$ cat src/design/nsd_ram.sv
// generic single write port, single read port ram with registered read
// no dependencies
module nsd_ram #(
  parameter int WIDTH = 8,
  parameter int DEPTH = 64
) (
  input  logic                                     clk,
  input  logic                                     we,
  input  logic [(DEPTH > 1 ? $clog2(DEPTH) : 1)-1:0] waddr,
  input  logic [WIDTH-1:0]                         wdata,
  input  logic [(DEPTH > 1 ? $clog2(DEPTH) : 1)-1:0] raddr,
  output logic [WIDTH-1:0]                         rdata
);

  logic [WIDTH-1:0] mem [DEPTH];

  // write and registered read
  always_ff @(posedge clk) begin
    if (we) begin
      mem[waddr] <= wdata;
    end
    rdata <= mem[raddr];
  end

endmodule

$ cat config.mk
export PLATFORM = sky130hd
export DESIGN_NAME = nsd_ram
export DESIGN_NICKNAME = d
export VERILOG_FILES = /design/src/design/nsd_ram.sv
export SDC_FILE = /design/constraint.sdc
export NUM_CORES = 1
export LEC_CHECK = 0
export ABC_AREA = 1
export ABC_CLOCK_PERIOD_IN_PS = 6890
export BUFFER_PORTS_ARGS = -buffer_cell sky130_fd_sc_hd__buf_4
export CORE_MARGIN = 2
export CORE_UTILIZATION = 35
export DETAILED_ROUTE_END_ITERATION = 8
export SKIP_LAST_GASP = 1
export SLEW_MARGIN = 40
export SYNTH_ARGS = -nofsm -noshare
export SYNTH_HDL_FRONTEND = slang
export SYNTH_SLANG_ARGS = --single-unit
$ cat constraint.sdc
create_clock -name clk -period 6.89 [get_ports clk]
set_clock_uncertainty 0.2 [all_clocks]
set_input_delay 0.689 -clock clk [delete_from_list [all_inputs] [get_ports clk]]
set_output_delay 0.689 -clock clk [all_outputs]
set_load 0.01 [all_outputs]
Word level (Yosys, flattened, before mapping) --
Memories as Yosys holds them, arrays and structs flattened. A register that Yosys moved wholly into a read port is not among the register bits. Index checks and enable logic that the tools add are counted. Widths: inputs -> output; s select.
Word-level totals: bits of input ports 22, memories 1, output and inout port bits 8, memory bits (writable) 512, register bits 0
Memory list:
- mem | words 64, width 8, read ports 1, clocked after Yosys merged registers in 1, write ports 1, line 15 | logic [WIDTH-1:0] mem [DEPTH];
Cells by class: mux-type cells 2
Operators by type and width (number):
- $mux 1 | 2

Depth between registers and ports, before layout --
Gate-level depths: netlist of the first run.
word-level depth 2, mapped depth 12, depth with buffers taken out 9

Worst setup path after synthesis of the first run --
Ideal clock, no wire load.
path kind input to register, start point in we, end point mem mem[48][0] (enable), setup slack 4.235 ns, stages 3, library setup time 0.395 ns, buffers on the path 1, data arrival time 2.060 ns, cell sequence clkbuf_1 nand4_1 nor4_1
On the way: word-level cells in the longest chain between the ends 2
Ends and longest elaborated chain:
- from (decl) | line 8 | input logic we,
- $mux 1 | line 19 | if (we) begin
- $mux 1 (not written as such) | line 20 | mem[waddr] <= wdata;
- to (decl) | line 15
Every way passes these cells.

==> results of run 1 <==
==> synth_stat cells (8+ instances only) <==
master | number | area, um^2
dfxtp_1 | 8 | 160.2
buf_2 | 37 | 185.2
edfxtp_1 | 512 | 15370
clkbuf_1 | 15 | 56.30
buf_4 | 14 | 105.1
nor2_1 | 56 | 210.2
nand2_1 | 648 | 2432
nand4_1 | 9 | 56.30
nor4_1 | 8 | 50.05
buf_1 | 10 | 37.54
inv_1 | 10 | 37.54
buf_6 | 35 | 394.1
nand3_1 | 439 | 2197
==> state kept, by name (all words and copies together) (netlist names) <==
register	cells
mem	512
rdata	8
==> critical path, stage by stage <==
cell,delay [ps]
clkbuf_8,300
inv_8,710
buf_4,730
nand2_1,110
nand3_1,100
nand3_1,130
nand2_1,160
nand2_1,70
nand3_1,110
nand3_1,170
nand2_1,190
==> power by group through the flow <==
stage	combinational (W)	sequential, W	clock, W
after global routing	0.000445	0.00351	0.00295
after floorplan	0.000246	0.00358	0
final	0.000404	0.00351	0.00279
after global placement	0.000395	0.00358	0
after detailed placement	0.000400	0.00358	0
after CTS	0.000402	0.00351	0.00282
==> per-layer routing <==
metal	wire length [um]	share of wire, %
met1	23590	44
met2	24580	45
met3	4174	7.7
met4	1682	3.1
met5	0	0
==> per-stage QoR <==
stage	instances	area, um^2
after floorplan	1805	21340
after global placement	2518	21860
after detailed placement	2519	21910
after CTS	2616	23580
after global routing	2617	23650
final	2618	23650
==> final cells by class <==
cell class | count | area share, %
Sequential cell | 520 | 65.68
Multi-Input combinational cell | 1160 | 21.21
Clock buffer | 69 | 6.168
Tap cell | 782 | 4.137
Timing Repair Buffer | 46 | 1.677
Clock inverter | 28 | 0.8781
Inverter | 12 | 0.2433
Antenna cell | 1 | 0.01058
==> kinds of logic after synthesis <==
logic type / share of synthesized area, %
buffers and inverters: 4.022
DFF: 72.80
and+or+nand+nor: 23.18
==> final timing paths <==
| check | slack (ps) | startpoint | cells past startpoint | endpoint |
|---|---|---|---|---|
| worst max register to register | 5260 | mem[23][3]$_DFFE_PP_ | 8 | rdata[3]$_DFF_P_ |
| worst max-delay path | 3490 | raddr[0] | 11 | rdata[3]$_DFF_P_ |
| worst min register to register | 620 | mem[20][0]$_DFFE_PP_ | 8 | rdata[0]$_DFF_P_ |
| worst min-delay path | 270 | raddr[5] | 3 | rdata[2]$_DFF_P_ |
==> reports/qor.yml, run 1 <==
num_rows: 90
postRouteAntennaNets: 0
place_congestion: 0.8203
grt_first_pass_wirelength_um: 82230
start_util_pct: 35.35
vias: 13610
drive_gt1_share_pct: 8.174
path_max_fanout: 117
rsz0062_at_grt: "false"
grt_util_met3_pct: 3.634
fin_util_pct: 39.19
ff_latch_area_um2: 15530
post-place-ws_ps: 3023
nets: 1815
wl_per_cell_um: 20.64
use_met2_pct: 26.32
postCtsSetupRepairBufs: 0
p_int_w: 0.005196
ir_drop_uv: 151.3
grt_pass1_vias: 13250
numCtsBuffers: 53
ys_ff_latch: 520
maxCapViolCount: 0
p_clk_share_pct: 41.5
post-route-drc-count: 0
mostFrequentLayoutCell: "nand2_1"
fill_cells: 5722
slew_violations: 0
grt_max_degree: 118
holdBufCountCts: 0
seqPwrFrac_pct: 52.4
antenna_found_initial: 1
grt_overflow: 0
final_cell_mix: "648 x nand2_1, 512 x edfxtp_1, 439 x nand3_1"
synthCells: 1805
power_w: 0.006704
outcome: "complete, no violations"
gr-usage-met1_pct: 23.89
relSlewSlack_pct: 39.87
finalWorstSetupSlack_ps: 3494
via_per_inst: 5.199
cts_htree_levels: 2
async_flop_share_pct: 0
grt.total_usage_pct: 17.12
power_frac_comb_pct: 6.0
syn_area_um2: 21340
whs_ps: 265.1
cp.arrival_ps: 3720
setup_viol: 0
yosysSeqAreaShare_pct: 72.80
endpoint_kind: "register"
dr.pass1.iters: 5
synthFlopType: "edfxtp_1"
finalCritPeriodShare_pct: 49.29
syn_to_final_growth_pct: 10.84
power_leakage_nw: 8.308
coreArea_um2: 60360
clk_latency_ps: 610
setup_tns_ps: 0
clkTransAtPathRegs_ps: 60
hold_path.class: "in -> reg"
max-clock-path-buffers: 3
dieArea_um2: 62960
p_sw_w: 0.001509
synth-edff-count: 512
syn_nets: 1827
syn_area_per_cell_um2: 11.82
cts-root-buf: "clkbuf_16"
crit_type: "in -> reg"
yosysUniqueCellTypes: 16
worstMarginPinSlew_ps: 898.6
swShare_pct: 22.50
place.port_buffers: 29
timing.fmax_ghz: 0.2945
routed_wl_um: 54030
multi_input_area_um2: 5016
dieWidth_um: 250.9
cts_tree: "built"
cp.required_ps: 7210
cts_resized: 0
start_kind: "primary input"
hold_viol_final: 0
clkSinkCount: 520
first_iter_violations: 1444
min_period_ps: 3396
busiest_layer: "met2"
p_per_area_nw_per_um2: 283.5
yosysWarningCount: 0
die_h_um: 250.9
hpwl_um: 30000
io_pins: 30
Power figures use the tool's default switching activity.
==> run 2, diff against run 1 <==
--- a/config.mk
+++ b/config.mk
@@ -6,7 +6,7 @@
 export NUM_CORES = 1
 export LEC_CHECK = 0
 export ABC_AREA = 1
-export ABC_CLOCK_PERIOD_IN_PS = 6890
+export ABC_CLOCK_PERIOD_IN_PS = 3250
 export BUFFER_PORTS_ARGS = -buffer_cell sky130_fd_sc_hd__buf_4
 export CORE_MARGIN = 2
 export CORE_UTILIZATION = 35
==> constraint.sdc (replaced) <==
create_clock -name clk -period 3.25 [get_ports clk]
set_clock_uncertainty 0.2 [all_clocks]
set_input_delay 0.325 -clock clk [delete_from_list [all_inputs] [get_ports clk]]
set_output_delay 0.325 -clock clk [all_outputs]
set_load 0.01 [all_outputs]
==> run 2 against run 1 <==
  * Largest power group unchanged
  * Global-route usage grew 0.39 points
  * Sequential share of layout area shrank 0.88 points
  * Die area is the same
  * Largest cell class unchanged
  * Critical path type unchanged
==> reports/qor.yml, run 2 (same netlist as run 1, synthesis figures left out) <==
grt_overflow: 0
n_antenna_cell: 0
dieWidth_um: 250.9
start_kind: "primary input"
outcome: "complete, no violations"
routed_wl_um: 55020
largest_registers: "mem: 512 flops, rdata: 8 flops"
grt_max_degree: 153
num_rows: 90
p_int_w: 0.01083
grt_first_pass_wirelength_um: 83770
power_leakage_nw: 8.569
setup_viol: 0
cts_resized: 0
largest_reg_flops: 512
power_frac_comb_pct: 6.3
mostFrequentLayoutCell: "nand2_1"
clk_latency_ps: 600
final_cell_mix: "648 x nand2_1, 512 x edfxtp_1, 439 x nand3_1"
syn_to_final_growth_pct: 12.35
hold_viol_final: 0
cp_cell_sequence: "dlygate4sd3_1 -> buf_4 -> inv_1 -> nand3_1 -> nand3_1 -> dlygate4sd3_1 -> nand2_1"
post-route-drc-count: 0
hold_path.class: "in -> reg"
endpoint_kind: "register"
grt_pass1_vias: 13390
wl_per_cell_um: 20.63
antenna_found_initial: 0
first_iter_violations: 1405
cts_htree_levels: 2
path_max_fanout: 17
dr.pass1.iters: 7
finalCritPeriodShare_pct: 67.01
whs_ps: 6.722
nets: 1867
cts_tree: "built"
place.port_buffers: 29
seqPwrFrac_pct: 53.4
crit_type: "in -> reg"
setup_tns_ps: 0
p_sw_w: 0.003129
dieArea_um2: 62960
swShare_pct: 22.42
maxCapViolCount: 0
place_congestion: 0.8523
grt.total_usage_pct: 17.51
p_clk_share_pct: 40.3
hpwl_um: 30670
clkTransAtPathRegs_ps: 60
rsz0062_at_grt: "false"
die_h_um: 250.9
io_pins: 30
start_util_pct: 35.35
crit_path_max_incr_delay_ps: 590
max-clock-path-buffers: 3
timing.fmax_ghz: 0.4592
ir_drop_uv: 334.4
cp.arrival_ps: 2470
postRouteAntennaNets: 0
worstMarginPinSlew_ps: 831.3
p_per_area_nw_per_um2: 582.3
crit_slowest_cell: "dlygate4sd3_1"
coreArea_um2: 60360
min_period_ps: 2178
vias: 13820
top_register: "mem"
numCtsBuffers: 52
drive_gt1_share_pct: 8.753
clkSinkCount: 520
cts-root-buf: "clkbuf_16"
relSlewSlack_pct: 44.58
slew_violations: 0
cp.required_ps: 3550
via_per_inst: 5.181
## run 2: worst max-delay path: cells and delay by family
kind | cells | cell delay, ps
buffers and inverters | 4 | 1850
and+or+nand+nor | 3 | 280
## run 2: final timing paths
path	depth (start not counted)	endpoint	from	slack, ps
worst min-delay path	1	mem[19][0]$_DFFE_PP_	wdata[0]	7
worst min register to register	8	rdata[4]$_DFF_P_	mem[8][4]$_DFFE_PP_	630
worst max-delay path	7	rdata[0]$_DFF_P_	raddr[4]	1070
worst max register to register	9	rdata[0]$_DFF_P_	mem[39][0]$_DFFE_PP_	1330
## run 2: what timing repair did
item                                   4_1_cts  5_1_grt
hold buffers                                 3        0
endpoints found under the hold margin        8        0
setup buffers                                0        0
## run 2: layer usage
layer / wire (um) / part of all wire (%) / up-vias / global-route usage (%)
met4: 1336 / 2.4 / 0 / 5.561
met5: 0 / 0 / - / 0
met2: 24940 / 45 / 539 / 27.16
met3: 4204 / 7.6 / 83 / 2.941
met1: 24540 / 45 / 6778 / 25.16
li1: - / - / 6419 / -
## run 2: layout make-up
class	instances	area [um^2]
fillers	5685	36380
clock inverters	24	157.7
flip-flops and latches	520	15530
inverters	12	52.55
clock buffers	70	1410
well taps	782	978.4
repair buffers	99	895.9
multi-input cells	1160	4946
## run 2: power by group through the flow
stage	Combinational [W]	Clock (W)	Sequential, W
final	0.000884	0.00563	0.00745
after global routing	0.000973	0.00595	0.00745
after CTS	0.000883	0.00570	0.00745
after detailed placement	0.000877	0	0.00759
after global placement	0.000869	0	0.00759
after floorplan	0.000522	0	0.00758
## run 2: stage by stage
step	setup WS, ps	instances	utilization (%)	instance area, um^2	power [W]
after floorplan	958.9	1805	-	21340	0.008105
after global placement	815.5	2570	37.03	22350	0.008461
after detailed placement	794.7	2570	37.03	22350	0.008470
after CTS	1123	2667	39.68	23950	0.01404
after global routing	986.0	2667	39.72	23980	0.01438
final	1072	2667	39.72	23980	0.01396
